### src/hdl/dtca_pkg.sv
// Package for the degree trig calculator ALU: operation and status codes,
// angle constants, the CORDIC arctangent table and the pipeline sideband type.
// No dependencies.
package dtca_pkg;

  // Operation codes
  localparam logic [3:0] OP_ADD = 4'd0;
  localparam logic [3:0] OP_SUB = 4'd1;
  localparam logic [3:0] OP_MUL = 4'd2;
  localparam logic [3:0] OP_DIV = 4'd3;
  localparam logic [3:0] OP_SIN = 4'd4;
  localparam logic [3:0] OP_COS = 4'd5;
  localparam logic [3:0] OP_TAN = 4'd6;
  localparam logic [3:0] OP_COT = 4'd7;
  localparam logic [3:0] OP_SEC = 4'd8;
  localparam logic [3:0] OP_CSC = 4'd9;

  // Status codes
  localparam logic [1:0] ST_OK    = 2'd0;
  localparam logic [1:0] ST_UNDEF = 2'd1;
  localparam logic [1:0] ST_SAT   = 2'd2;

  // pi in Q4.60
  localparam logic [63:0] PI_Q60 = 64'h3243F6A8885A308D;
  // (3.1416 / 180) in Q0.32, rounded
  localparam logic [26:0] DEG_TO_RAD = 27'd74961496;
  // pi/2 in Q2.30 as the reduced-angle compare value
  localparam logic [31:0] RIGHT_Q30 = 32'(PI_Q60 >> 31);

  // CORDIC x/y/z datapath width
  localparam int XY_W = 34;

  // atan(2^-i) in Q2.30, rounded
  localparam logic [31:0] ATAN_TAB [32] = '{
    32'd843314857, 32'd497837829, 32'd263043837, 32'd133525159,
    32'd67021687,  32'd33543516,  32'd16775851,  32'd8388437,
    32'd4194283,   32'd2097149,   32'd1048576,   32'd524288,
    32'd262144,    32'd131072,    32'd65536,     32'd32768,
    32'd16384,     32'd8192,      32'd4096,      32'd2048,
    32'd1024,      32'd512,       32'd256,       32'd128,
    32'd64,        32'd32,        32'd16,        32'd8,
    32'd4,         32'd2,         32'd1,         32'd1
  };

  // Sideband that rides along the whole pipeline
  typedef struct packed {
    logic [3:0]  op;
    logic [31:0] a;      // operand a, later cordic x
    logic [31:0] b;      // operand b, later cordic y
    logic [31:0] val;    // result of add/sub/mul/unknown
    logic [1:0]  st;     // status of add/sub/mul/unknown
    logic        aneg;   // angle sign
    logic        flip;   // angle folded past pi/2
    logic        zero;   // reduced angle is zero
    logic        right;  // reduced angle is pi/2
    logic        qneg;   // quotient negative
    logic        dz;     // divisor zero
  } side_t;

endpackage

### src/hdl/dtca_sqrt_cell.sv
// One integer square root cell, settling one result bit.
// Depends on dtca_pkg.
module dtca_sqrt_cell #(
  parameter int J = 0
) (
  input  logic            clk,
  input  logic            rst,
  input  logic            en,
  input  logic            vld_in,
  input  dtca_pkg::side_t side_in,
  input  logic [63:0]     v_in,
  input  logic [63:0]     res_in,
  output logic            vld_out,
  output dtca_pkg::side_t side_out,
  output logic [63:0]     v_out,
  output logic [63:0]     res_out
);
  import dtca_pkg::*;

  localparam logic [63:0] BITV = 64'd1 << (62 - 2 * J);

  logic [63:0] trial;

  assign trial = res_in + BITV;

  always_ff @(posedge clk) begin
    if (rst) begin
      vld_out <= 1'b0;
    end else if (en) begin
      vld_out <= vld_in;
    end
  end

  // restoring step
  always_ff @(posedge clk) begin
    if (en) begin
      side_out <= side_in;
      if (v_in >= trial) begin
        v_out   <= v_in - trial;
        res_out <= (res_in >> 1) + BITV;
      end else begin
        v_out   <= v_in;
        res_out <= res_in >> 1;
      end
    end
  end

endmodule

### config.mk
export PLATFORM = sky130hd
export DESIGN_NAME = dtca_sqrt_cell
export DESIGN_NICKNAME = d
export VERILOG_FILES = /design/src/hdl/dtca_pkg.sv /design/src/hdl/dtca_sqrt_cell.sv
export SDC_FILE = /design/constraint.sdc
export NUM_CORES = 1
export LEC_CHECK = 0
export BUFFER_PORTS_ARGS = -buffer_cell sky130_fd_sc_hd__buf_2
export CORE_AREA = 2 2 185 187
export CTS_BUF_LIST = sky130_fd_sc_hd__clkbuf_8
export DETAILED_ROUTE_END_ITERATION = 7
export DIE_AREA = 0 0 187 189
export PLACE_DENSITY_LB_ADDON = 0.08
export SYNTH_ARGS = -nofsm -noshare
export SYNTH_HDL_FRONTEND = slang
export SYNTH_SLANG_ARGS = --single-unit
### constraint.sdc
create_clock -name clk -period 8.5 [get_ports clk]
set_clock_uncertainty 0.1 [all_clocks]
set_input_delay 1.7 -clock clk [delete_from_list [all_inputs] [get_ports clk]]
set_output_delay 1.7 -clock clk [all_outputs]
set_load 0.005 [all_outputs]
After elaboration in Yosys (flattened, before gate mapping)
Index checks and enable logic that the tools add are counted.
- add/subtract/negate cells: 3
- $mul: 0
- divide/modulo/power cells: 0
- $lt $le $gt $ge: 1
- equal/unequal tests: 0
- shift-type cells: 0
- mux-type cells: 2
- bitwise logic cells: 0
- reduce and logical (&&, ||, !) cells: 0
- operators by type and width (kind ; number):
    63-bit by 63-bit adder with 64-bit output (second input constant) ; 1
    64-bit by 63-bit adder with 64-bit output (second input constant) ; 1
    64-bit greater-or-equal comparator ; 1
    64-bit two-way mux ; 1
    64-bit subtractor ; 1
    63-bit two-way mux ; 1
- bits in registers: 237
- bits in latches: 0
- memory bits (writable): 0
- ROM bits: 0
- input bits: 240
- output and inout bits: 237
- logic and storage cells: 21
- memories kept: 0

Depth between registers and ports, before layout
- depth in word-level cells: 3
- depth in mapped cells: 15
- mapped depth without buffers: 13

Worst setup path before layout
Ideal clock, no wire load.
- kind: input -> register
- start: input v_in[0]
- end: register v_out[62] (data pin)
- library setup time: 0.269 ns
- arrival: 4.027 ns
- data required time: 8.131 ns
- setup slack: 4.104 ns
- stages: 14
- path buffers: 1
- cells stage by stage: inv_1 ha_1 fa_1 nor2b_1 o21a_1 o211ai_2 a31o_2 nand2_2 a311oi_2 a31oi_4 nor2_4 buf_6 nor4bb_1 nor4_2
- longest elaborated chain between the ends: 2
- elaborated cells on any way between the ends: 3
- those cells by class: 1 x add/sub; 1 x order compare; 1 x mux
- RTL lines (what ; line ; text):
    from (decl) ; dtca_sqrt_cell.sv:11 ; input logic [63:0] v_in,
    64-bit subtractor / 64-bit greater-or-equal comparator (equally long branches) ; dtca_sqrt_cell.sv:39, dtca_sqrt_cell.sv:38 ;
    64-bit two-way mux (*) ; dtca_sqrt_cell.sv:38 ; if (v_in >= trial) begin
    to (signal assigned) ; dtca_sqrt_cell.sv:39 ; v_out <= v_in - trial;
    to (signal assigned) ; dtca_sqrt_cell.sv:42 ; v_out <= v_in;
    to (decl) ; dtca_sqrt_cell.sv:15 ; output logic [63:0] v_out,
Mark *: on every way between the ends. The rest lies on a longest branch, timed or not.
A chain may end at the register's enable or synchronous reset.

Worst setup path after layout
- start: input v_in[19]
- end: register v_out[59] (data pin)
Same word-level chain as after synthesis.

==> impl_metrics.py <==
metrics = {
    "clock_network": {
        "clock_latency_ns": 0.56,
        "count_of_h_tree_levels_built_during_cts": 2,
        "cts.clk_slew.worst_paths_ns": 0.06,
        "clock_tree.buffer_depth": 3,
        "cts_hold_buf": 0,
        "cts-root-buf": "clkbuf_8",
        "cts.sink_count": 237,
        "cts_tree": "done",
        "cts_made_buffers": 42,
        "post-cts-setup-buffer-count": 0,
        "postCtsResizedCells": 0,
    },
    "sta": {
        "fin_hold_viols": 0,
        "setup-tns-final_ns": 0,
        "hold-worst-slack_ns": 0.414,
        "post-route-min-period_ns": 4.95,
        "fmax_mhz": 202,
        "final.period_utilization_pct": 58.2,
        "timing.slew.headroom_pct": 34.1,
        "maxSlewViolCount": 0,
        "max_slew.worst_pin.slew_ns": 0.988,
        "setup_repair_after_global_routing_missed_its_margin": "no",
        "finalSetupViolations": 0,
        "finalWorstSetupSlack_ns": 3.55,
    },
    "global_route": {
        "antenna_found_initial": 10,
        "grt_max_degree": 125,
        "all_layer_global_routing_usage_pct": 20.7,
        "vias_in_the_first_global_route": 9652,
        "grt_pass1_wl_um": 56200,
        "grt.overflow.total": 0,
    },
    "worst_setup_path": {
        "worst_r2r_endpoint": "vld_out$_SDFFE_PP0P_",
        "critPathSlowestCell": "nor2_4",
        "regToRegStartpoint": "vld_out$_SDFFE_PP0P_",
        "crit_path_start": "v_in[19]",
        "cp_data_arrival_time_ns": 5.15,
        "slack_of_the_worst_reg_to_reg_path_ns": 7.81,
        "worst_setup_path_end_kind": "flop",
        "worstPathCellList": "buf_2, ha_1, a21o_1, nor4_1, o21ai_0, nand4_1, o21ai_1, a311oi_2, a31oi_4, nor2_4, buf_12, mux2_2",
        "endpoint_of_the_most_critical_setup_path": "v_out[59]$_DFFE_PP_",
        "worst_ep_required_time_ns": 8.71,
        "worstSetupStartpointType": "input pin",
        "critical_path_class": "input pin to flop",
        "critical_path_peak_fanout": 89,
        "ff2ff_path_depth": 2,
        "timing.critical_path.slowest_cell_delay_ns": 0.62,
    },
    "yosys": {
        "ys.warnings.count": 0,
        "synth_seq_area_share_pct": 59.2,
        "netlist-cell-type-count": 65,
        "yosysMostFrequentCell": "edfxtp_1",
        "synth-edff-count": 236,
        "netlist_top_cells_count": "236 x edfxtp_1, 106 x nand2_1, 88 x o21ai_0",
        "synth-seq-cells": 237,
        "mappedNetlistArea_um2": 12000,
        "synth_top_area_cell": "edfxtp_1",
        "syn_inst": 1023,
        "syn_nets": 1328,
        "post_synth_main_area_contributors": "edfxtp_1 59%, ha_1 6.7%, o21ai_0 3.7%",
        "yosysTopAreaCellShare_pct": 59.0,
        "synthesis.area_per_instance_um2": 11.7,
        "synth_ff_type": "edfxtp_1",
        "postSynth.asyncResetShare_pct": 0,
    },
    "pwr": {
        "total_power_mw": 3.10,
        "power-per-cell-area_nw_per_um2": 199,
        "vdd_ir_drop_max_uv": 90.4,
        "total_leakage_power_nw": 7.01,
    },
    "final_layout": {
        "final_layout_size_suffix_gt1_share_pct": 35.9,
        "multi_input_area_um2": 4420,
        "layout_utilization_pct": 46.9,
        "fin_area_um2": 15600,
        "area.growth.synth_to_final_pct": 30.1,
        "fillerInstances": 3210,
        "final_net_count": 1813,
        "regArea_um2": 7110,
        "finish.cell_count_without_fillers": 1990,
    },
    "route": {
        "drc_errors": 0,
        "vias": 9662,
        "post_drt_wl_per_cell_um": 19.0,
        "vias_per_cell": 4.86,
        "initialDrtViolationCount": 453,
        "antenna_violating_nets_post_route": 0,
        "firstDrtPassIters": 5,
        "drt_wl_total_um": 37900,
    },
    "place": {
        "pre_cts_slack_ns": 2.91,
        "post_dp_hpwl_um": 29500,
        "placed_cells": 1912,
        "placedInstanceArea_um2": 14800,
        "port_buffers": 476,
        "gp_congestion": 0.839,
    },
    "floorplanning": {
        "floorplan.initialDensity_pct": 36.1,
        "die-width_um": 187,
        "die_area_um2": 35300,
        "fp.dieH_um": 189,
        "core_area_um2": 33300,
        "floorplan.io_pins": 477,
        "core.rowCount": 67,
    },
    "run": {
        "drv.max_cap_violation_count": 0,
    },
    "min_path": {
        "timing.hold.worst.class": "flop to flop",
    },
    "status": {
        "result_of_the_run": "finished clean",
    },
}
-- state kept, by name, indices dropped and copies added (netlist names) --
signal and flops:
vld_out 1, v_out 64, res_out 64, side_out 108
-- worst min path at each step --
stage | from | to | slack (ns) | depth (start not counted)
floorplan | vld_out$_SDFFE_PP0P_ | vld_out$_SDFFE_PP0P_ | 0.38 | 2
global placement | vld_out$_SDFFE_PP0P_ | vld_out$_SDFFE_PP0P_ | 0.37 | 2
detailed placement | vld_out$_SDFFE_PP0P_ | vld_out$_SDFFE_PP0P_ | 0.39 | 2
CTS | vld_out$_SDFFE_PP0P_ | vld_out$_SDFFE_PP0P_ | 0.41 | 2
global route | vld_out$_SDFFE_PP0P_ | vld_out$_SDFFE_PP0P_ | 0.45 | 2
finish | vld_out$_SDFFE_PP0P_ | vld_out$_SDFFE_PP0P_ | 0.41 | 2
-- where the power goes --
part,internal [mW],total (mW),switching (mW)
clock network,0.528,1.00,0.476
registers,1.43,1.45,0.0258
logic,0.270,0.642,0.372
-- kinds of logic (layout without fill, tap and decap cells) --
group	after synthesis	in the layout	synth area share (%)
flip-flops	237	237	59.2
adder cells (fa/ha/maj)	65	65	6.84
other	0	6	0
AND/OR/NAND/NOR	236	236	9.42
XOR/XNOR	58	58	4.23
multiplexers	7	7	0.636
AO/OA/AOI/OAI	303	303	15.7
buffers and inverters	117	630	3.95
-- cell usage in the layout, fill, tap and decap left out, types with 3 or more instances in the layout --
cell type    n
nand2_1    106
nor2b_1      8
and4_1       4
nand3_1      9
nand2b_1     4
a21boi_0     4
a21o_1      45
xnor2_1     33
a211o_1      3
o221ai_1     3
o21ai_0     88
o211ai_1     6
nand4_1     24
nor2_1      38
or3_1        3
buf_2      475
nor3_1      15
diode_2      6
a211oi_1     4
nor4_1       3
clkinv_1     6
mux2_2       5
edfxtp_1   236
clkinv_2     4
and3_1       3
o21ai_1      5
o31ai_1      3
ha_1        64
a31oi_1      6
a21oi_1     86
nor4bb_1     3
xor2_1      25
o21bai_1    21
clkbuf_8    46
inv_1       92
o21a_1       9
-- routing by layer --
metal  global-route usage, %  routed length [µm]  up-vias
li1                        -                   -     4765
met5                       0                  46        -
met3                    5.89                2540       57
met2                    36.7               19100      340
met4                    7.39                 882        6
met1                    24.0               15300     4494
-- worst max-delay path, delay by kind of cell --
kind | cells | cell delay (ns)
fa+ha+maj | 1 | 0.40
compound gates | 5 | 1.15
mux | 1 | 0.38
buf+inv | 2 | 0.50
simple gates | 3 | 0.97
-- final cells by class --
| cell class | instances | area share (%) |
|---|---|---|
| Sequential cell | 237 | 45.5 |
| Tap cell | 448 | 3.59 |
| Antenna cell | 6 | 0.0962 |
| Timing Repair Buffer | 478 | 15.6 |
| Clock inverter | 26 | 0.914 |
| Multi-Input combinational cell | 669 | 28.3 |
| Clock buffer | 46 | 4.06 |
| Inverter | 80 | 1.92 |
Power figures use the tool's default switching activity.
