--- config.mk ---
export PLATFORM = sky130hd
export DESIGN_NAME = dtca_div_cell
export DESIGN_NICKNAME = d
export VERILOG_FILES = /design/src/hdl/dtca_pkg.sv /design/src/hdl/dtca_div_cell.sv
export SDC_FILE = /design/constraint.sdc
export NUM_CORES = 1
export LEC_CHECK = 0
export BUFFER_PORTS_ARGS = -buffer_cell sky130_fd_sc_hd__buf_2
export CORE_ASPECT_RATIO = 0.8
export CORE_UTILIZATION = 30
export CTS_CLUSTER_SIZE = 10
export DETAILED_ROUTE_END_ITERATION = 16
export GPL_ROUTABILITY_DRIVEN = 1
export GPL_TIMING_DRIVEN = 0
export RECOVER_POWER = 25
export SLEW_MARGIN = 15
export SYNTH_ARGS = -nofsm -noshare
export SYNTH_HDL_FRONTEND = slang
export SYNTH_SLANG_ARGS = --single-unit
--- constraint.sdc ---
create_clock -name clk -period 7.7 [get_ports clk]
set_clock_uncertainty 0.1 [all_clocks]
set_input_delay 0.77 -clock clk [delete_from_list [all_inputs] [get_ports clk]]
set_output_delay 0.77 -clock clk [all_outputs]
set_load 0.01 [all_outputs]
--- src/hdl/dtca_pkg.sv ---
// Package for the degree trig calculator ALU: operation and status codes,
// angle constants, the CORDIC arctangent table and the pipeline sideband type.
// No dependencies.
package dtca_pkg;

  // Operation codes
  localparam logic [3:0] OP_ADD = 4'd0;
  localparam logic [3:0] OP_SUB = 4'd1;
  localparam logic [3:0] OP_MUL = 4'd2;
  localparam logic [3:0] OP_DIV = 4'd3;
  localparam logic [3:0] OP_SIN = 4'd4;
  localparam logic [3:0] OP_COS = 4'd5;
  localparam logic [3:0] OP_TAN = 4'd6;
  localparam logic [3:0] OP_COT = 4'd7;
  localparam logic [3:0] OP_SEC = 4'd8;
  localparam logic [3:0] OP_CSC = 4'd9;

  // Status codes
  localparam logic [1:0] ST_OK    = 2'd0;
  localparam logic [1:0] ST_UNDEF = 2'd1;
  localparam logic [1:0] ST_SAT   = 2'd2;

  // pi in Q4.60
  localparam logic [63:0] PI_Q60 = 64'h3243F6A8885A308D;
  // (3.1416 / 180) in Q0.32, rounded
  localparam logic [26:0] DEG_TO_RAD = 27'd74961496;
  // pi/2 in Q2.30 as the reduced-angle compare value
  localparam logic [31:0] RIGHT_Q30 = 32'(PI_Q60 >> 31);

  // CORDIC x/y/z datapath width
  localparam int XY_W = 34;

  // atan(2^-i) in Q2.30, rounded
  localparam logic [31:0] ATAN_TAB [32] = '{
    32'd843314857, 32'd497837829, 32'd263043837, 32'd133525159,
    32'd67021687,  32'd33543516,  32'd16775851,  32'd8388437,
    32'd4194283,   32'd2097149,   32'd1048576,   32'd524288,
    32'd262144,    32'd131072,    32'd65536,     32'd32768,
    32'd16384,     32'd8192,      32'd4096,      32'd2048,
    32'd1024,      32'd512,       32'd256,       32'd128,
    32'd64,        32'd32,        32'd16,        32'd8,
    32'd4,         32'd2,         32'd1,         32'd1
  };

  // Sideband that rides along the whole pipeline
  typedef struct packed {
    logic [3:0]  op;
    logic [31:0] a;      // operand a, later cordic x
    logic [31:0] b;      // operand b, later cordic y
    logic [31:0] val;    // result of add/sub/mul/unknown
    logic [1:0]  st;     // status of add/sub/mul/unknown
    logic        aneg;   // angle sign
    logic        flip;   // angle folded past pi/2
    logic        zero;   // reduced angle is zero
    logic        right;  // reduced angle is pi/2
    logic        qneg;   // quotient negative
    logic        dz;     // divisor zero
  } side_t;

endpackage

--- src/hdl/dtca_div_cell.sv ---
// One restoring divider cell, settling one quotient bit.
// Depends on dtca_pkg.
module dtca_div_cell #(
  parameter int QW = 48
) (
  input  logic            clk,
  input  logic            rst,
  input  logic            en,
  input  logic            vld_in,
  input  dtca_pkg::side_t side_in,
  input  logic [31:0]     rem_in,
  input  logic [QW-1:0]   sh_in,
  input  logic [31:0]     den_in,
  output logic            vld_out,
  output dtca_pkg::side_t side_out,
  output logic [31:0]     rem_out,
  output logic [QW-1:0]   sh_out,
  output logic [31:0]     den_out
);
  import dtca_pkg::*;

  logic [32:0] trial, diff;
  logic        ge;

  // shift in next dividend bit, try the subtract
  assign trial = {rem_in, sh_in[QW-1]};
  assign diff  = trial - {1'b0, den_in};
  assign ge    = (trial >= {1'b0, den_in});

  always_ff @(posedge clk) begin
    if (rst) begin
      vld_out <= 1'b0;
    end else if (en) begin
      vld_out <= vld_in;
    end
  end

  always_ff @(posedge clk) begin
    if (en) begin
      side_out <= side_in;
      den_out  <= den_in;
      rem_out  <= ge ? diff[31:0] : trial[31:0];
      sh_out   <= {sh_in[QW-2:0], ge};
    end
  end

endmodule
-- After elaboration in Yosys (flattened, before gate mapping)
Index checks and enable logic that the tools add are counted.
- input port bits: 224
- word-level logic and storage cells: 18
- register bits: 221
- output and inout bits: 221
- $lt $le $gt $ge: 1
- add/subtract/negate cells: 1
- multiplexer cells: 1
- operator list (kind ; number):
    >= comparator 33 x 32 -> 1 bit ; 1
    two-way mux 32 bit ; 1
    subtractor 32 bit ; 1

-- Longest topological paths before layout
Gate-level depths: netlist of run 1.
- depth in word-level cells: 2
- gate-level depth with buffers: 13
- mapped depth without buffers: 12

-- Least setup slack after synthesis of run 1
Ideal clock, no wire load.
- path type: input -> register
- from: in den_in[7]
- to: reg rem_out[13] (data pin)
- cell stages on the path: 12
- path slack: 4.059 ns
- data required time: 7.338 ns
- data arrival time: 3.279 ns
- path buffers: 2
- library setup time: 0.262 ns
- path through: inv_1 -> ha_1 -> buf_2 -> nand4_1 -> or4_1 -> a21oi_1 -> nor3_1 -> a211oi_2 -> o21ai_2 -> o31ai_4 -> buf_4 -> mux2_1
- longest elaborated chain between the ends: 2
- elaborated cells between the ends (all ways): 3
- those cells by class: 1 x add/sub; 1 x order compare; 1 x mux
- RTL lines (item ; line ; text):
    start: declaration ; dtca_div_cell.sv:13 ; input logic [31:0] den_in,
    subtractor 32 bit / >= comparator 33 x 32 -> 1 bit (equally long branches) ; dtca_div_cell.sv:27, dtca_div_cell.sv:28 ;
    two-way mux 32 bit * ; dtca_div_cell.sv:42 ; rem_out <= ge ? diff[31:0] : trial[31:0];
    end signal: assignment ; dtca_div_cell.sv:42 ;
    end: declaration ; dtca_div_cell.sv:16 ; output logic [31:0] rem_out,
Mark *: on every way between the ends. The rest lies on a longest branch, timed or not.
A chain may end at the register's enable or synchronous reset.

-- Worst setup path in the final report of run 1
- from: in den_in[12]
- to: reg rem_out[0] (data pin)
- longest elaborated chain between the ends: 2
- RTL lines (item ; line ; text):
    >= comparator 33 x 32 -> 1 bit ; dtca_div_cell.sv:28 ; assign ge = (trial >= {1'b0, den_in});
    two-way mux 32 bit ; dtca_div_cell.sv:42 ;
Every way passes these cells.

==> results of run 1 <==
## per-stage QoR
step / instance area, µm² / hold WS [ps]
after detailed placement: 11600 / 385
after CTS: 12300 / 250
after global placement: 11500 / 375
after floorplan: 8850 / 428
after global routing: 12300 / 257
final: 12300 / 281
## critical path, cell delays in order
cell and delay (ps):
sky130_fd_sc_hd__clkbuf_1 90, sky130_fd_sc_hd__inv_1 70, sky130_fd_sc_hd__ha_1 270, sky130_fd_sc_hd__clkbuf_1 280, sky130_fd_sc_hd__nand4_1 190, sky130_fd_sc_hd__or4_1 430, sky130_fd_sc_hd__a21oi_1 140, sky130_fd_sc_hd__nor3_1 100
sky130_fd_sc_hd__a211oi_2 260, sky130_fd_sc_hd__o21ai_2 170, sky130_fd_sc_hd__o31ai_4 580, sky130_fd_sc_hd__buf_4 340, sky130_fd_sc_hd__buf_4 240, sky130_fd_sc_hd__a21oi_1 130
## state kept, by name (all words and copies together), names as in the netlist
signal    flops
sh_out       48
side_out    108
vld_out       1
rem_out      32
den_out      32
## per-layer routing
| metal | up-vias | routed length, µm | global-route usage |
|---|---|---|---|
| met1 | 3061 | 10600 | 0.202 |
| met3 | 48 | 2250 | 0.0549 |
| met2 | 244 | 13300 | 0.289 |
| li1 | 3087 | - | - |
| met5 | - | 60 | 0 |
| met4 | 8 | 570 | 0.0442 |
## cell families after synthesis
group,count (synthesis),synth area share
compound gates,119,0.0827
simple gates,100,0.0530
flops,221,0.749
xor+xnor,27,0.0267
fa+ha+maj,33,0.0475
mux,12,0.0150
buf+inv,56,0.0263
## worst max path at each step
| stage | start | depth (start not counted) | slack, ps | to |
|---|---|---|---|---|
| floorplan | den_in[7] | 12 | 4060 | rem_out[13] |
| global placement | en | 3 | 2680 | vld_out |
| detailed placement | den_in[11] | 14 | 3170 | rem_out[0] |
| CTS | den_in[11] | 14 | 3740 | rem_out[0] |
| global route | den_in[12] | 14 | 3530 | rem_out[0] |
| finish | den_in[12] | 14 | 3800 | rem_out[0] |
## power by group through the flow
| stage | registers, mW | logic, mW | clock network [mW] |
|---|---|---|---|
| CTS | 1.48 | 0.484 | 1.10 |
| floorplan | 1.57 | 0.162 | 0 |
| finish | 1.48 | 0.475 | 1.07 |
| global placement | 1.50 | 0.473 | 0 |
| global route | 1.49 | 0.518 | 1.14 |
| detailed placement | 1.50 | 0.481 | 0 |
## final cells by class
cell class | count | area (µm²) | area share
antenna | 2 | 5.00 | 0.000407
buffer | 18 | 90.1 | 0.00732
clock buffer | 36 | 688 | 0.0559
clock inverter | 3 | 26.3 | 0.00214
inverter | 38 | 143 | 0.0116
multi-input combinational | 291 | 1990 | 0.162
sequential | 221 | 6630 | 0.539
tap | 370 | 463 | 0.0376
timing repair buffer | 446 | 2270 | 0.184
## cells in the final DEF (no fill, tap or decap), types with 3 or more instances in the layout
cell type,Yosys,layout
sky130_fd_sc_hd__mux2_2,6,6
sky130_fd_sc_hd__nor2b_1,3,3
sky130_fd_sc_hd__ha_1,32,32
sky130_fd_sc_hd__o21ai_0,16,16
sky130_fd_sc_hd__a211oi_1,3,3
sky130_fd_sc_hd__inv_1,38,38
sky130_fd_sc_hd__xor2_1,12,12
sky130_fd_sc_hd__xnor2_1,15,15
sky130_fd_sc_hd__edfxtp_1,220,220
sky130_fd_sc_hd__nor4_1,4,4
sky130_fd_sc_hd__nand4_1,8,8
sky130_fd_sc_hd__clkbuf_16,0,26
sky130_fd_sc_hd__mux2_1,4,4
sky130_fd_sc_hd__nor2_1,36,36
sky130_fd_sc_hd__a21oi_1,56,56
sky130_fd_sc_hd__clkbuf_1,6,31
sky130_fd_sc_hd__nand2_1,26,26
sky130_fd_sc_hd__buf_4,3,3
sky130_fd_sc_hd__nand2b_1,3,3
sky130_fd_sc_hd__o21a_1,6,6
sky130_fd_sc_hd__a21o_1,12,12
sky130_fd_sc_hd__o21bai_1,3,3
sky130_fd_sc_hd__o211ai_1,4,4
sky130_fd_sc_hd__a31oi_1,5,5
sky130_fd_sc_hd__nand3_1,8,8
sky130_fd_sc_hd__buf_2,8,436
==> impl_metrics.ini, run 1 <==
[power]
finalPower_mw = 3.02
power.static_leakage_nw = 5.34
cellPowerDensity_nw_per_um2 = 245
seqPwrFrac = 0.489
power.combinational.fraction = 0.157
switching_share_of_total_power = 0.251
power_switching_mw = 0.757
intPower_mw = 2.26
irDropWorstVdd_uv = 143
clkPwrFrac = 0.354

[setup_path]
critical_path_peak_fanout = 10
regToRegStartpoint = vld_out
rr_worst_depth = 2
path_class = input port to register
worstReg2RegEnd = vld_out
cp_endpoint_kind = register
cp_data_arrival_time_ps = 4060
cp_data_required_time_ps = 7860
reg2reg_slack_ps = 7020
timing.critical_path.from_type = input port

[sta]
grt_setup_unrepaired = false
hold_viol = 0
setup-violations-final = 0
clock_period_minus_final_worst_setup_slack_ps = 3900
worst_slew_pin_slew_ps = 613
relSlewSlack = 0.589
timing_max_transition_violations_final = 0
timing.final.crit_share = 0.507
setup_ws_ps = 3800
setup_tns_ps = 0
maxClockFrequency_mhz = 256

[route]
post_drt_wl_per_cell_um = 18.8
drc_errors = 0
detailedRoute.firstIterationViolations = 287
antenna_left = 0
vias = 6448
routed_via_density = 4.52
drt_pre_antenna_iters = 5
finalWirelength_um = 26800

[yosys]
synthDominantCellAreaShare = 0.747
syn_area_um2 = 8850
async_reset_ff_frac = 0
ys.warnings.count = 0
fraction_of_the_yosys_area_taken_by_sequential_cells = 0.749
ys_top_cells_by_count = sky130_fd_sc_hd__edfxtp_1, sky130_fd_sc_hd__a21oi_1, sky130_fd_sc_hd__inv_1
syn_area_per_cell_um2 = 15.6
postSynthNetCount = 825
count_of_flip_flops_with_a_built_in_enable_after_synthesis = 220
post_synth_num_cell_types = 49
yosys_register_bits = 221
synth_area_leader_cell = sky130_fd_sc_hd__edfxtp_1
yosysMostFrequentCell = sky130_fd_sc_hd__edfxtp_1
yosys-top-cells-area = sky130_fd_sc_hd__edfxtp_1, sky130_fd_sc_hd__ha_1, sky130_fd_sc_hd__a21oi_1
ys.flop_type = sky130_fd_sc_hd__edfxtp_1
syn-instance-count = 568

[cts]
cts_repair_resize_count = 0
later_pin_clock_latency_in_the_skew_report_ps = 530
clock_tree.root_cell = sky130_fd_sc_hd__clkbuf_16
numCtsBuffers = 26
tritoncts_num_sinks = 221
cts-hold-fix-buffers = 0
clock_transition_at_path_regs_ps = 50
htreeDepth = 1
tritoncts_clock_tree = built
clock_path_buffers = 3
post-cts-setup-buffers = 0

[place]
portBuffers = 444
hpwl_um = 20700
gp_congestion = 0.788
worst_setup_slack_before_clock_tree_synthesis_ps = 3170
dp.cells = 1384

[floorplan]
coreArea_um2 = 28600
die-height_um = 156
floorplan.initialDensity = 0.309
placement_rows = 55
number_of_top_level_pins = 445
die_area_um2 = 30200
floorplan.die.width_um = 194

[layout]
fin_util = 0.430
syn_to_final_growth_pct = 39.0
post_layout_nonfiller_instances = 1425
drive_gt1_frac = 0.458
number_of_nets_in_the_final_layout = 1299
num-fill-cells = 2716

[hold_path]
worstHoldPathCells = 2
timing.hold.worst.start = rst
worst_min_delay_path_category = input port to register
hold_end = vld_out

[global_route]
grt_antenna_before_repair = 7
maximum_number_of_pins_on_one_net_before_global_route_repair = 107
track_usage = 0.168
grt_first_pass_wirelength_um = 38200
grt_pass1_vias = 6185
grt.overflow.total = 0

[outcome]
run_status = finished, final reports clean

[job]
max_cap_violations = 0
Note: power is estimated with default switching activity, not from simulation.
==> run 2: changes to the inputs <==
--- a/config.mk
+++ b/config.mk
@@ -5,6 +5,7 @@
 export SDC_FILE = /design/constraint.sdc
 export NUM_CORES = 1
 export LEC_CHECK = 0
+export ABC_AREA = 1
 export BUFFER_PORTS_ARGS = -buffer_cell sky130_fd_sc_hd__buf_2
 export CORE_ASPECT_RATIO = 0.8
 export CORE_UTILIZATION = 30
==> constraint.sdc (replaced) <==
create_clock -name clk -period 3.5 [get_ports clk]
set_clock_uncertainty 0.1 [all_clocks]
set_input_delay 0.35 -clock clk [delete_from_list [all_inputs] [get_ports clk]]
set_output_delay 0.35 -clock clk [all_outputs]
set_load 0.01 [all_outputs]
==> impl_metrics.ini, run 2 <==
[setup_path]
cp_data_required_time_ps = 3710
cp_data_arrival_time_ps = 2760
worst-path-stages = 14
cp_cell_sequence = dlygate4sd3_1 -> clkbuf_1 -> ha_1 -> fa_1 -> inv_1 -> nand3_1 -> nand3_1 -> nand3_1 -> nand2_1 -> nand2_1 -> nand2_1 -> nand2_1 -> nand3_1 -> nand2_1
critical_path.slowest_cell = sky130_fd_sc_hd__dlygate4sd3_1
rr_worst_depth = 3
timing.critical_path.from_type = input port
worst_path_most_repeated_cell = sky130_fd_sc_hd__nand2_1
path_class = input port to register
worstPathBufferInverterCount = 3
worst_path_dominant_cell_family = simple AND/OR/NAND/NOR gates
critical_path_peak_fanout = 3
cp_endpoint_kind = register
cp_slowest_stage_delay_ps = 530

[yosys]
post_synth_num_cell_types = 28
ys.warnings.count = 0
count_of_flip_flops_with_a_built_in_enable_after_synthesis = 220
synth_area_leader_cell = sky130_fd_sc_hd__edfxtp_1
ys.flop_type = sky130_fd_sc_hd__edfxtp_1
syn_area_per_cell_um2 = 11.3
async_reset_ff_frac = 0
syn-instance-count = 870
postSynthNetCount = 1127
syn_area_um2 = 9800
yosysMostFrequentCell = sky130_fd_sc_hd__nand2_1
ys_top_cells_by_count = sky130_fd_sc_hd__nand2_1, sky130_fd_sc_hd__edfxtp_1, sky130_fd_sc_hd__inv_1
yosys_register_bits = 221
fraction_of_the_yosys_area_taken_by_sequential_cells = 0.676
yosys-top-cells-area = sky130_fd_sc_hd__edfxtp_1, sky130_fd_sc_hd__nand2_1, sky130_fd_sc_hd__inv_1
synthDominantCellAreaShare = 0.674

[floorplan]
die-height_um = 164
floorplan.initialDensity = 0.308
die_area_um2 = 33400
coreArea_um2 = 31800
placement_rows = 58
number_of_top_level_pins = 445
floorplan.die.width_um = 204

[sta]
fin_worst_hold_slack_ps = 27.8
timing.final.crit_share = 0.728
relSlewSlack = 0.311
clock_period_minus_final_worst_setup_slack_ps = 2550
setup_tns_ps = 0
setup-violations-final = 0
hold_viol = 0
maxClockFrequency_mhz = 392
grt_setup_unrepaired = false
worst_slew_pin_slew_ps = 1030
setup_ws_ps = 951
timing_max_transition_violations_final = 0

[power]
finalPower_mw = 7.03
cellPowerDensity_nw_per_um2 = 460
power.static_leakage_nw = 7.24
irDropWorstVdd_uv = 297

[cts]
tritoncts_num_sinks = 221
clock_transition_at_path_regs_ps = 60
later_pin_clock_latency_in_the_skew_report_ps = 550
clock_tree.root_cell = sky130_fd_sc_hd__clkbuf_16
clock_path_buffers = 3
post-cts-setup-buffers = 0
tritoncts_clock_tree = built
htreeDepth = 1
numCtsBuffers = 26

[global_route]
grt_first_pass_wirelength_um = 47800
grt_antenna_before_repair = 8
track_usage = 0.190
maximum_number_of_pins_on_one_net_before_global_route_repair = 113
grt.overflow.total = 0
grt_pass1_vias = 8337

[route]
detailedRoute.firstIterationViolations = 474
vias = 8506
drt_pre_antenna_iters = 5
post_drt_wl_per_cell_um = 16.8
drc_errors = 0
antenna_left = 0
routed_via_density = 4.31
finalWirelength_um = 33200

[layout]
mostFrequentLayoutCell = sky130_fd_sc_hd__buf_2
syn_to_final_growth_pct = 56.0
largest_register_ff_count = 108
most-common-layout-cells = sky130_fd_sc_hd__buf_2, sky130_fd_sc_hd__nand2_1, sky130_fd_sc_hd__edfxtp_1, sky130_fd_sc_hd__dlygate4sd3_1, sky130_fd_sc_hd__inv_1
largest-register = side_out
drive_gt1_frac = 0.311
largest_registers = side_out (108), sh_out (48)
final_std_cell_area_no_fill_um2 = 15300
number_of_nets_in_the_final_layout = 1798

[place]
worst_setup_slack_before_clock_tree_synthesis_ps = 925
portBuffers = 444
placement_cell_area_um2 = 12600
gp_congestion = 0.846
hpwl_um = 24300

[hold_path]
worst_min_delay_path_category = input port to register
worstHoldPathCells = 3

[job]
max_cap_violations = 0

[outcome]
run_status = finished, final reports clean
-- run 2: cell types whose count changed after synthesis, sizes merged, moves of 14 or more --
cell / previous run / this run
xnor2: 15 / 1
inv: 38 / 150
o21ai: 18 / 2
nand3: 8 / 67
a21oi: 56 / 21
nand2: 26 / 279
-- run 2: stage by stage --
stage,util,cells
after floorplan,-,870
after global placement,0.395,1734
after detailed placement,0.397,1736
after CTS,0.482,1969
after global routing,0.481,1973
final,0.481,1973
-- run 2: cells by family after synthesis --
group / count (synthesis) / synth area share
mux: 1 / 0.00102
xor+xnor: 14 / 0.0125
buf+inv: 160 / 0.0663
simple gates: 416 / 0.188
compound gates: 25 / 0.0133
flops: 221 / 0.676
fa+ha+maj: 33 / 0.0429
-- run 2: timing repair --
item | CTS | global route
hold buffers | 197 | 0
hold endpoints to repair | 196 | 0
gates resized for setup | 0 | 0
-- run 2: final timing paths --
path | endpoint | slack (ps) | startpoint
min | rem_out[16] | 30 | rem_in[15]
max reg2reg | vld_out | 2280 | vld_out
min reg2reg | vld_out | 930 | vld_out
max | rem_out[28] | 950 | den_in[0]
-- run 2: power by group --
group	internal (mW)	switching [mW]
Sequential	3.19	0.0578
Clock	1.43	1.04
Combinational	0.573	0.742
Total	5.20	1.84
-- run 2: cell type report --
type                       instances  area, µm²
timing repair buffer             643       4210
fill                            2970      16500
tap                              420        526
antenna                            4       10.0
multi-input combinational        489       2520
inverter                         150        563
buffer                            10       86.3
clock inverter                     3       51.3
sequential                       221       6630
clock buffer                      33        687
-- run 2: tightest hold or removal path, stage by stage --
cell                      delay, ps
sky130_fd_sc_hd__buf_2           90
sky130_fd_sc_hd__nand3_1         70
sky130_fd_sc_hd__nand2_1         60
-- run 2: metal layers --
metal / routed length [µm] / GRT usage / up-vias
li1: - / - / 4195
met1: 13600 / 0.232 / 3963
met2: 16400 / 0.329 / 288
met3: 2390 / 0.0523 / 52
met4: 773 / 0.0536 / 8
met5: 56 / 0 / -
