File: src/hdl/dtca_pkg.sv
// Package for the degree trig calculator ALU: operation and status codes,
// angle constants, the CORDIC arctangent table and the pipeline sideband type.
// No dependencies.
package dtca_pkg;

  // Operation codes
  localparam logic [3:0] OP_ADD = 4'd0;
  localparam logic [3:0] OP_SUB = 4'd1;
  localparam logic [3:0] OP_MUL = 4'd2;
  localparam logic [3:0] OP_DIV = 4'd3;
  localparam logic [3:0] OP_SIN = 4'd4;
  localparam logic [3:0] OP_COS = 4'd5;
  localparam logic [3:0] OP_TAN = 4'd6;
  localparam logic [3:0] OP_COT = 4'd7;
  localparam logic [3:0] OP_SEC = 4'd8;
  localparam logic [3:0] OP_CSC = 4'd9;

  // Status codes
  localparam logic [1:0] ST_OK    = 2'd0;
  localparam logic [1:0] ST_UNDEF = 2'd1;
  localparam logic [1:0] ST_SAT   = 2'd2;

  // pi in Q4.60
  localparam logic [63:0] PI_Q60 = 64'h3243F6A8885A308D;
  // (3.1416 / 180) in Q0.32, rounded
  localparam logic [26:0] DEG_TO_RAD = 27'd74961496;
  // pi/2 in Q2.30 as the reduced-angle compare value
  localparam logic [31:0] RIGHT_Q30 = 32'(PI_Q60 >> 31);

  // CORDIC x/y/z datapath width
  localparam int XY_W = 34;

  // atan(2^-i) in Q2.30, rounded
  localparam logic [31:0] ATAN_TAB [32] = '{
    32'd843314857, 32'd497837829, 32'd263043837, 32'd133525159,
    32'd67021687,  32'd33543516,  32'd16775851,  32'd8388437,
    32'd4194283,   32'd2097149,   32'd1048576,   32'd524288,
    32'd262144,    32'd131072,    32'd65536,     32'd32768,
    32'd16384,     32'd8192,      32'd4096,      32'd2048,
    32'd1024,      32'd512,       32'd256,       32'd128,
    32'd64,        32'd32,        32'd16,        32'd8,
    32'd4,         32'd2,         32'd1,         32'd1
  };

  // Sideband that rides along the whole pipeline
  typedef struct packed {
    logic [3:0]  op;
    logic [31:0] a;      // operand a, later cordic x
    logic [31:0] b;      // operand b, later cordic y
    logic [31:0] val;    // result of add/sub/mul/unknown
    logic [1:0]  st;     // status of add/sub/mul/unknown
    logic        aneg;   // angle sign
    logic        flip;   // angle folded past pi/2
    logic        zero;   // reduced angle is zero
    logic        right;  // reduced angle is pi/2
    logic        qneg;   // quotient negative
    logic        dz;     // divisor zero
  } side_t;

endpackage

File: src/hdl/dtca_mod_cell.sv
// One angle reduction cell: conditional subtract of a shifted 2*pi.
// Depends on dtca_pkg.
module dtca_mod_cell #(
  parameter logic [63:0] SUB = 64'd1
) (
  input  logic            clk,
  input  logic            rst,
  input  logic            en,
  input  logic            vld_in,
  input  dtca_pkg::side_t side_in,
  input  logic [63:0]     m_in,
  output logic            vld_out,
  output dtca_pkg::side_t side_out,
  output logic [63:0]     m_out
);
  import dtca_pkg::*;

  // valid
  always_ff @(posedge clk) begin
    if (rst) begin
      vld_out <= 1'b0;
    end else if (en) begin
      vld_out <= vld_in;
    end
  end

  // subtract when it fits
  always_ff @(posedge clk) begin
    if (en) begin
      side_out <= side_in;
      m_out    <= (m_in >= SUB) ? (m_in - SUB) : m_in;
    end
  end

endmodule

File: config.mk
export PLATFORM = sky130hd
export DESIGN_NAME = dtca_mod_cell
export DESIGN_NICKNAME = d
export VERILOG_FILES = /design/src/hdl/dtca_pkg.sv /design/src/hdl/dtca_mod_cell.sv
export SDC_FILE = /design/constraint.sdc
export NUM_CORES = 1
export LEC_CHECK = 0
export BUFFER_PORTS_ARGS = -buffer_cell sky130_fd_sc_hd__buf_2
export CORE_AREA = 2 2 134 136
export DETAILED_ROUTE_END_ITERATION = 8
export DIE_AREA = 0 0 136 138
export PLACE_DENSITY = 0.71
export SYNTH_ARGS = -nofsm -noshare
export SYNTH_HDL_FRONTEND = slang
export SYNTH_SLANG_ARGS = --single-unit
File: constraint.sdc
create_clock -name clk -period 2.7 [get_ports clk]
set_clock_uncertainty 0.2 [all_clocks]
set_input_delay 0.135 -clock clk [delete_from_list [all_inputs] [get_ports clk]]
set_output_delay 0.135 -clock clk [all_outputs]
set_load 0.005 [all_outputs]
======== Yosys cells after proc, flatten, opt, wreduce, memory -nomap -nowiden ========
Cells that the tools add are included.
word-level totals
  input port bits ......................... 176
  output and inout bits ................... 173
  logic and storage cells ................. 16
  bits in registers ....................... 173
operators by class
  mux-type cells .......................... 1
  add/subtract/negate cells ............... 1
  order comparisons ....................... 1
operators with widths
  cell                                                   number
  >= comparator 64 x 1 -> 1 bit (second input constant)  1
  two-way mux 64 bit                                     1
  subtractor 64 x 1 -> 64 bit (second input constant)    1

======== Logic depth before layout (Yosys ltp) ========
Gate-level depths: netlist (run 1).
  word-level depth ........................ 2
  gate-level depth with buffers ........... 8
  gate-level depth less buffers ........... 7

======== Least setup slack after synthesis (run 1) ========
Ideal clock, no wire load.
  path kind ............................... input to register
  start ................................... input port m_in[4]
  end ..................................... register m_out[37] (data pin)
  slack ................................... 204 ps
  data required time ...................... 2242 ps
  stages .................................. 6
  path buffers ............................ 0
  arrival time ............................ 2038 ps
  setup time .............................. 258 ps
  cells stage by stage .................... or4_4 or3_1 nor4_4 nand2_1 or3_1 xnor2_1
on the way
  word-level cells in the longest chain between the ends .. 2
  elaborated cells on any way between the ends .. 3
  classes of those cells .................. add/sub: 1; order compare: 1; mux: 1
RTL lines
  item                                                                                 line                 source
  start: declaration                                                                   dtca_mod_cell.sv:11  input logic [63:0] m_in,
  subtractor 64 x 1 -> 64 bit / >= comparator 64 x 1 -> 1 bit (equally long branches)  dtca_mod_cell.sv:31  m_out <= (m_in >= SUB) ? (m_in - SUB) : m_in;
  two-way mux 64 bit (*)                                                               dtca_mod_cell.sv:31
  end signal: assignment                                                               dtca_mod_cell.sv:31
  end: declaration                                                                     dtca_mod_cell.sv:14  output logic [63:0] m_out
Mark *: on every way between the ends. The rest lies on a longest branch, timed or not.
A chain may end at the register's enable or synchronous reset.

======== Final worst setup path (run 1) ========
  start ................................... input port m_in[18]
  end ..................................... register m_out[63] (data pin)
The elaborated chain is that of the path after synthesis.

==> out/metrics.yaml, run 1 <==
slowest_stage: "dlygate4sd3_1"
violations: "negative hold slack"
clock.fmax_mhz: 379
htreeDepth: 4
clock_latency_ns: 0.42
layout_min_cycle_time_ns: 2.64
arrival_ns: 2.61
finalHoldViolations: 1
place_ws_ns: -0.0488
critPathKind: "primary input to register"
start_util_pct: 38.7
place.gp.congestion: 0.876
critical_path.cell_chain: "dlygate4sd3_1, buf_2, nor4_2, buf_4, nand3_1, nor4_4, nand4b_1, or4_4, xnor2_1"
holdWs_ns: -0.00628
post_drt_wl_per_cell_um: 20.8
yosysUniqueCellTypes: 44
grt_pass1_vias: 6326
cap_violations: 0
finalWorstSetupSlack_ns: 0.0630
outcome: "finished, violations left"
crit_fanout: 4
die_area_um2: 18800
grt_max_degree: 65
syn_nets: 593
cts_buffers: 17
post-route-util_pct: 66.2
cts_tree: "done"
area_delta_synth_final_pct: 71.0
ctsLongestPathBuffers: 2
drv_slew: 0
ir_drop_v: 0.000496
track_usage_pct: 27.0
numClockSinks: 173
io_buffers: 348
synth_seq_area_share_pct: 76.3
p_per_area_nw_per_um2: 560
n_fill_cell: 1259
path_delay_family: "simple AND/OR/NAND/NOR gates"
crit_buf_inv: 3
via_per_inst: 5.00
fin_nets: 1177
power_mw: 6.50
vias: 6206
synth-seq-cells: 173
layout_common_cells: "buf_2, dlygate4sd3_1, edfxtp_1, buf_4, xnor2_1"
startpoint_type: "primary input"
cts_root_buf: "clkbuf_16"
dieHeight_um: 138
totalWireLength_um: 25800
antenna_found_initial: 2
tightest_slew_ns: 0.673
syn_avg_cell_area_um2: 16.4
drtIter0Drc: 454
drive_gt1_share_pct: 44.6
r2r_slack_ns: 1.31
synthArstFlopShare_pct: 0
syn_inst: 415
dp.cells: 1032
instances_no_fill: 1242
cpPeakStageDelay_ns: 0.54
synth-main-ff-cell: "edfxtp_1"
io_pins: 349
grt_pass1_wl_um: 37400
synth_edf_count: 172
fin_crit_sh_pct: 97.7
clkSlewWorstSetupHoldPaths_ns: 0.08
dp_hpwl_um: 17200
critPathRequiredTime_ns: 2.67
yosys_warnings: 0
final_antenna_net_count: 0
min_path_type: "primary input to register"
relSlewSlack_pct: 55.1
dieWidth_um: 136
grt_overflow: 0
post-route-drc-count: 0
synth_area_um2: 6790
core.rowCount: 49
leakagePower_nw: 4.78
final_common_cell: "buf_2"
cp-end-kind: "register"
core_um2: 17500
firstDrtPassIters: 5
finalSetupViolCount: 0
cell usage after synthesis (3+ instances only):
master	count	area (µm²)
or3_1	15	93.8
nor2_1	25	93.8
o31ai_1	3	22.5
nand3_1	19	95.1
xnor2_1	41	359
nand4_1	10	62.6
nor3_1	19	95.1
xor2_1	15	131
nand4b_1	3	26.3
nor4_1	16	100
edfxtp_1	172	5160
nand2b_1	3	18.8
a21oi_1	3	15.0
nand2_1	19	71.3
clkbuf_1	4	15.0
o21ai_0	5	25.0
or4_1	5	37.5
cell type report:
class                           instances  area, µm²  area share (%)
Antenna cell                            2       5.00          0.0431
Sequential cell                       173       5180            44.7
Clock inverter                         14        148            1.27
Tap cell                              229        287            2.47
Multi-Input combinational cell        233       1660            14.3
Timing Repair Buffer                  572       3900            33.6
Inverter                                2       7.51          0.0647
Clock buffer                           17        425            3.66
metrics by stage:
stage	TNS (ns)	instance area (µm²)
6_report	0	11600
2_1_floorplan	0	6790
3_3_place_gp	0	9170
3_5_place_dp	-0.141	9170
4_1_cts	0	11500
5_1_grt	-0.352	11600
logic make-up (layout without fill, tap and decap cells):
family / after synthesis / count (layout) / synth area share, %
other cells: 0 / 2 / 0
mux: 2 / 2 / 0.313
buf+inv: 9 / 605 / 0.645
fa+ha+maj: 2 / 2 / 0.368
flops: 173 / 173 / 76.3
simple gates: 153 / 153 / 13.1
compound gates: 20 / 20 / 2.04
xor+xnor: 56 / 56 / 7.22
repair_timing:
action                                  in CTS  in global routing
hold buffers                               174                  0
buffers inserted                             0                  4
endpoints found under the setup margin       0                 37
hold endpoints to repair                   171                  0
resized for setup                            0                 19
layer usage:
layer  track usage (%)  routed length, µm  up-vias
li1                  -                  -     2799
met1              31.7               9580     2945
met2              45.0              12600      370
met3              7.59               2190       92
met4              13.6               1390        0
met5             0.794                  0        -
sequential cells by signal, summed over array words and instances (netlist names):
signal and count:
vld_out 1, m_out 64, side_out 108
final timing paths:
check	start	end	cells after the start
worst max-delay path	m_in[18]	m_out[63]	9
worst min-delay path	en	side_out[37]	1
worst max register to register	vld_out	vld_out	3
worst min register to register	vld_out	vld_out	3
where the power goes:
| group | leakage (nW) | total (mW) | switching, mW | internal (mW) |
|---|---|---|---|---|
| sequential | 1.69 | 3.25 | 0.0608 | 3.19 |
| clock | 0.275 | 2.40 | 1.17 | 1.23 |
| combinational | 2.81 | 0.856 | 0.402 | 0.455 |
Note: power is estimated with default switching activity, not from simulation.
==> inputs of run 2 (changes only) <==
Clock period 2.7 ns to 2.6 ns, I/O delays scaled along.
==> run 2 against run 1 <==
Against the previous run:
- sequential share of layout area down 0.29 points
- core utilization up 0.43 points
- the run now ends clean
- largest power group unchanged
- highest routed layer unchanged
- via count shrank 0.92%
- largest cell class unchanged
- register-to-register slack worse by 0.04 ns
- die area is the same
- final area rose by 0.65%
- wire length up 0.63%
- hold slack improved by 0.042 ns
- cell count up 0.40%
- non-clock buffer count up 6
- total power increased by 4.3%
- clock power up 5%
==> out/metrics.yaml, run 2 (synthesized netlist as in run 1, its figures left out) <==
reg2reg_depth: 3  # unchanged
cts_root_buf: "clkbuf_16"
cts_tree: "done"
core.rowCount: 49  # unchanged
place.gp.congestion: 0.863  # -1.5%
core_um2: 17500  # unchanged
cp-startpoint: "m_in[53]"
grt_max_degree: 67  # +3.1%
dieWidth_um: 136  # unchanged
dp_hpwl_um: 17100  # -0.35%
tightest_slew_ns: 0.440  # -0.234 ns
firstDrtPassIters: 4  # -1
switchingPower_mw: 1.64  # +0.67%
io_buffers: 348  # unchanged
totalWireLength_um: 25900  # +0.63%
worstHoldStart: "m_in[11]"
p_per_area_nw_per_um2: 581  # +3.7%
top_regs: "side_out (108), m_out (64), vld_out (1)"
seq_area_um2: 5180  # unchanged
hold_depth: 4  # +3
ctsLongestPathBuffers: 2  # unchanged
grt_overflow: 0  # unchanged
clock.fmax_mhz: 392
clkSlewWorstSetupHoldPaths_ns: 0.07  # about the same
netSwitchingFraction_pct: 24.2  # -0.88 points
crit_fanout: 5  # +1
track_usage_pct: 27.0  # -0.040 points
vias: 6149  # -0.92%
drv_slew: 0  # unchanged
n_fill_cell: 1260  # +0.079%
fin_crit_sh_pct: 98.2
layout_common_cells: "buf_2, dlygate4sd3_1, edfxtp_1, buf_4, xnor2_1"
post_drt_wl_per_cell_um: 20.8  # +0.23%
drtIter0Drc: 495  # +9.0%
startpoint_type: "primary input"
largest_register_ffs: 108  # unchanged
use_met2_pct: 44.9  # -0.11 points
arrival_ns: 2.52  # -0.09 ns
placed_area_um2: 9210  # +0.49%
diodes: 0  # -2
fin_nets: 1183  # +0.51%
area_delta_synth_final_pct: 72.1
grt_pass1_wl_um: 37500  # +0.31%
instances_no_fill: 1247  # +0.40%
cp-end-kind: "register"
combPwrFrac_pct: 13.2  # about the same
antenna_found_initial: 0  # -2
finalHoldViolations: 0  # -1
crit_end: "m_out[45]"
power_mw: 6.79  # +4.3%
r2r_slack_ns: 1.27  # -0.04 ns
dp.cells: 1038  # +0.58%
outcome: "complete, no violations"
p_seq_share_pct: 49.8  # -0.2 points
critPathRequiredTime_ns: 2.56  # -0.11 ns
drive_gt1_share_pct: 44.8  # +0.18 points
post-route-drc-count: 0  # unchanged
via_per_inst: 4.93  # -1.3%
regMostFlops: "side_out"
dieHeight_um: 138  # unchanged
internal_power_mw: 5.15  # +5.6%
grtUsageMet1_pct: 31.7  # about the same
clock_latency_ns: 0.42  # about the same
io_pins: 349  # unchanged
postLayoutCellArea_um2: 11700  # +0.65%
ir_drop_v: 0.000449  # -9.5%
layout_min_cycle_time_ns: 2.55
gr-max-usage-layer: "met2"
r2r_start: "vld_out"
leakagePower_nw: 4.82  # +0.93%
start_util_pct: 38.7  # unchanged
grt_pass1_vias: 6410  # +1.3%
final_common_cell: "buf_2"
numClockSinks: 173  # unchanged
r2r-end: "vld_out"
clockPowerShare_pct: 37.1  # +0.2 points
htreeDepth: 4  # unchanged
cap_violations: 0  # unchanged
multiInputGateArea_um2: 1680  # +1.4%
die_area_um2: 18800  # unchanged
min_path_type: "primary input to register"
critPathKind: "primary input to register"
use_met3_pct: 7.33  # -0.26 points
relSlewSlack_pct: 70.7  # +16 points
finalSetupViolCount: 0  # unchanged
cts_buffers: 17  # unchanged
final_antenna_net_count: 0  # unchanged
==> run 2: cell types whose count changed in the layout (fill, tap and decap cells not counted), sizes merged <==
cell	before	now
clkbuf	17	18
buf	398	402
diode	2	0
dlygate4sd3	173	175
clkinv	5	3
bufinv	0	1
clkinvlp	2	3
==> run 2: repair_timing <==
| action | in CTS | in global routing |
|---|---|---|
| hold endpoints to repair | 190 | 1 |
| setup endpoints to repair | 0 | 62 |
| hold buffers | 175 | 1 |
| gates resized for setup | 0 | 24 |
| buffers inserted | 0 | 3 |
==> run 2: how the worst min path moves through the flow <==
stage                     end  slack, ns
floorplan             vld_out      0.002
CTS                 m_out[10]      0.003
global route        m_out[10]       0.06
finish              m_out[13]       0.04
global placement      vld_out       0.09
detailed placement    vld_out       0.10
==> run 2: final cells by class <==
cell class | instances | share of cell area (%)
flip-flops and latches | 173 | 44.4
repair buffers | 578 | 33.8
multi-input cells | 233 | 14.4
clock buffers | 18 | 3.67
well taps | 229 | 2.45
clock inverters | 14 | 1.27
inverters | 2 | 0.0642
==> run 2: power by group through the flow <==
| stage | clock, mW | combinational [mW] | sequential (mW) |
|---|---|---|---|
| 6_report | 2.52 | 0.894 | 3.38 |
| 5_1_grt | 2.66 | 0.943 | 3.40 |
| 4_1_cts | 2.54 | 0.862 | 3.37 |
| 3_5_place_dp | 0 | 0.648 | 3.43 |
| 3_3_place_gp | 0 | 0.635 | 3.42 |
| 2_1_floorplan | 0 | 0.0775 | 3.46 |
==> run 2: routing by layer <==
layer  vias to the layer above  wire (µm)
li1                       2800          -
met1                      2940       9760
met2                       335      12800
met3                        74       1990
met4                         0       1370
met5                         -          0
==> run 2: critical path, stage by stage <==
cell and delay [ns]:
dlygate4sd3_1 0.54, buf_2 0.17, nor4_2 0.30, nand3_1 0.25, a311oi_2 0.34, buf_4 0.20, nand2_1 0.14, o31ai_1 0.33
xnor2_1 0.11
==> run 2: per-stage QoR <==
step                setup TNS [ns]  worst slack (ns)  util [%]  hold slack, ns
finish                           0            0.0463      66.6          0.0354
global route                -0.159           -0.0349      66.6          0.0563
CTS                              0           0.00603      65.8         0.00314
detailed placement           -1.93            -0.159      52.5           0.100
global placement             -1.49            -0.256      52.5          0.0874
floorplan                        0             0.109         -         0.00238
==> inputs of run 3 (changes only) <==
Settings changed: CORE_AREA 2 2 134 136 to 2 2 136 138, DIE_AREA 0 0 136 138 to 0 0 138 140, PLACE_DENSITY 0.71 to 0.69.
Clock period 2.6 ns to 3 ns, I/O delays scaled along.
==> run 3 against run 2 <==
Against the previous run:
- clock power fell by 14%
- total power is 14% lower
- clock-buffer cell count down 1
- largest power group unchanged
- critical endpoint is now m_out[63]
- final area fell by 2.2%
- cell count is 1.9% lower
- global-route usage down 1.8 points
- highest routed layer unchanged
==> out/metrics.yaml, run 3 (synthesized netlist as in run 1, its figures left out) <==
largest_register_ffs: 108  # unchanged
grt_setup_unrepaired: "yes"
finalHoldViolations: 0  # unchanged
place.gp.congestion: 0.854  # -1.0%
wl_met2_um: 12500  # -2.5%
via_per_inst: 4.97  # +0.75%
critPathRequiredTime_ns: 2.99  # +0.43 ns
drtIter0Drc: 434  # -12%
grt_pass1_wl_um: 36400  # -2.9%
htreeDepth: 4  # unchanged
die_area_um2: 19300  # +2.9%
totalWireLength_um: 25100  # -3.3%
reg2reg_depth: 3  # unchanged
fin_nets: 1157  # -2.2%
ir_drop_v: 0.000400  # -11%
post_drt_wl_per_cell_um: 20.5  # -1.4%
drv_slew: 0  # unchanged
tns_ns: 0  # unchanged
slowest_stage: "or4_4"
ctsLongestPathBuffers: 2  # unchanged
cp.depth: 9  # unchanged
dp_hpwl_um: 16800  # -2.0%
outcome: "complete, no violations"
clkSlewWorstSetupHoldPaths_ns: 0.08  # about the same
wl_met1_um: 9760  # about the same
crit_top_cell: "or4_4"
core_um2: 17800  # +1.4%
cts_root_buf: "clkbuf_16"
multiInputGateArea_um2: 1630  # -2.9%
critPathKind: "primary input to register"
arrival_ns: 2.95  # +0.43 ns
critical_path.cell_chain: "dlygate4sd3_1, buf_2, or4_4, nor3_4, a311oi_1, buf_4, a41o_2, or4_4, xnor2_1"
grt_pass1_vias: 6102  # -4.8%
core.rowCount: 49  # unchanged
layout_min_cycle_time_ns: 2.97
crit_buf_inv: 3  # unchanged
fin_crit_sh_pct: 98.9
wl_met3_um: 1520  # -23%
vias: 6076  # -1.2%
cp-end-kind: "register"
clock.fmax_mhz: 337
seq_area_um2: 5180  # unchanged
r2r_slack_ns: 1.64  # +0.37 ns
area_delta_synth_final_pct: 68.3
hold_depth: 1  # -3
top_regs: "side_out (108), m_out (64), vld_out (1)"
cts_buffers: 17  # unchanged
grt_max_degree: 66  # -1.5%
grt_overflow: 0  # unchanged
leakagePower_nw: 4.66  # -3.4%
post-route-drc-count: 0  # unchanged
crit_fanout: 6  # +1
n_fill_cell: 1330  # +5.6%
start_util_pct: 38.2  # -0.53 points
firstDrtPassIters: 5  # +1
regMostFlops: "side_out"
final_antenna_net_count: 0  # unchanged
top_layer_used: "met4"
p_per_area_nw_per_um2: 511  # -12%
io_buffers: 348  # unchanged
track_usage_pct: 25.1  # -1.8 points
layout_common_cells: "buf_2, dlygate4sd3_1, edfxtp_1, xnor2_1, buf_4"
numClockSinks: 173  # unchanged
finalSetupViolCount: 0  # unchanged
clock_latency_ns: 0.42  # about the same
final_common_cell: "buf_2"
dieHeight_um: 140  # +1.4%
relSlewSlack_pct: 57.3  # -13 points
min_path_type: "primary input to register"
cts_tree: "done"
path_delay_family: "simple AND/OR/NAND/NOR gates"
tightest_slew_ns: 0.641  # +0.202 ns
antenna_found_initial: 1  # +1
startpoint_type: "primary input"
post-route-util_pct: 64.3  # -2.3 points
dieWidth_um: 138  # +1.5%
drive_gt1_share_pct: 43.2  # -1.5 points
cpPeakStageDelay_ns: 0.57  # +0.03 ns
io_pins: 349  # unchanged
cap_violations: 0  # unchanged
[run 3: cell type report]
cell class                      count  area share, %
Multi-Input combinational cell    233           14.2
Timing Repair Buffer              552           32.7
Antenna cell                        2         0.0438
Sequential cell                   173           45.4
Inverter                            2         0.0657
Clock inverter                     15           1.32
Tap cell                          229           2.51
Clock buffer                       17           3.72
[run 3: metrics by stage]
stage	hold slack [ns]	instance area [µm²]	worst slack (ns)	cells	power, mW
after floorplan	0.0224	6790	0.489	415	3.07
after global placement	0.110	9000	0.184	1010	3.50
after detailed placement	0.109	9000	0.134	1010	3.51
after CTS	0.0228	11300	0.0343	1218	5.84
after global routing	0.0235	11400	-0.0303	1222	6.03
final	0.0160	11400	0.0329	1223	5.84
[run 3: worst register-to-register path, delay by kind of cell, from the launching register on]
kind                   cells  cell delay (ns)
buffers and inverters      1             0.55
AND/OR/NAND/NOR            1             0.05
multiplexers               1             0.13
flip-flops                 1             0.32
[run 3: timing repair]
| item | CTS | global route |
|---|---|---|
| resized for setup | 0 | 13 |
| buffers inserted | 0 | 4 |
| hold endpoints to repair | 173 | 0 |
| hold buffers | 176 | 0 |
| endpoints found under the setup margin | 0 | 38 |
[run 3: report_power, final]
| part | internal (mW) | switching, mW | total, mW |
|---|---|---|---|
| clock network | 1.11 | 1.05 | 2.16 |
| registers | 2.87 | 0.0589 | 2.93 |
| logic | 0.402 | 0.348 | 0.749 |
| total | 4.38 | 1.46 | 5.84 |
[run 3: final timing paths]
check | startpoint | to
max reg2reg | vld_out | vld_out
max | m_in[5] | m_out[63]
min | en | side_out[41]
min reg2reg | vld_out | vld_out
[run 3: routing by layer]
layer / up-vias / global-route usage (%)
met5: - / 0
met4: 0 / 13.9
met3: 67 / 5.85
met2: 310 / 42.4
met1: 2940 / 30.0
li1: 2759 / -
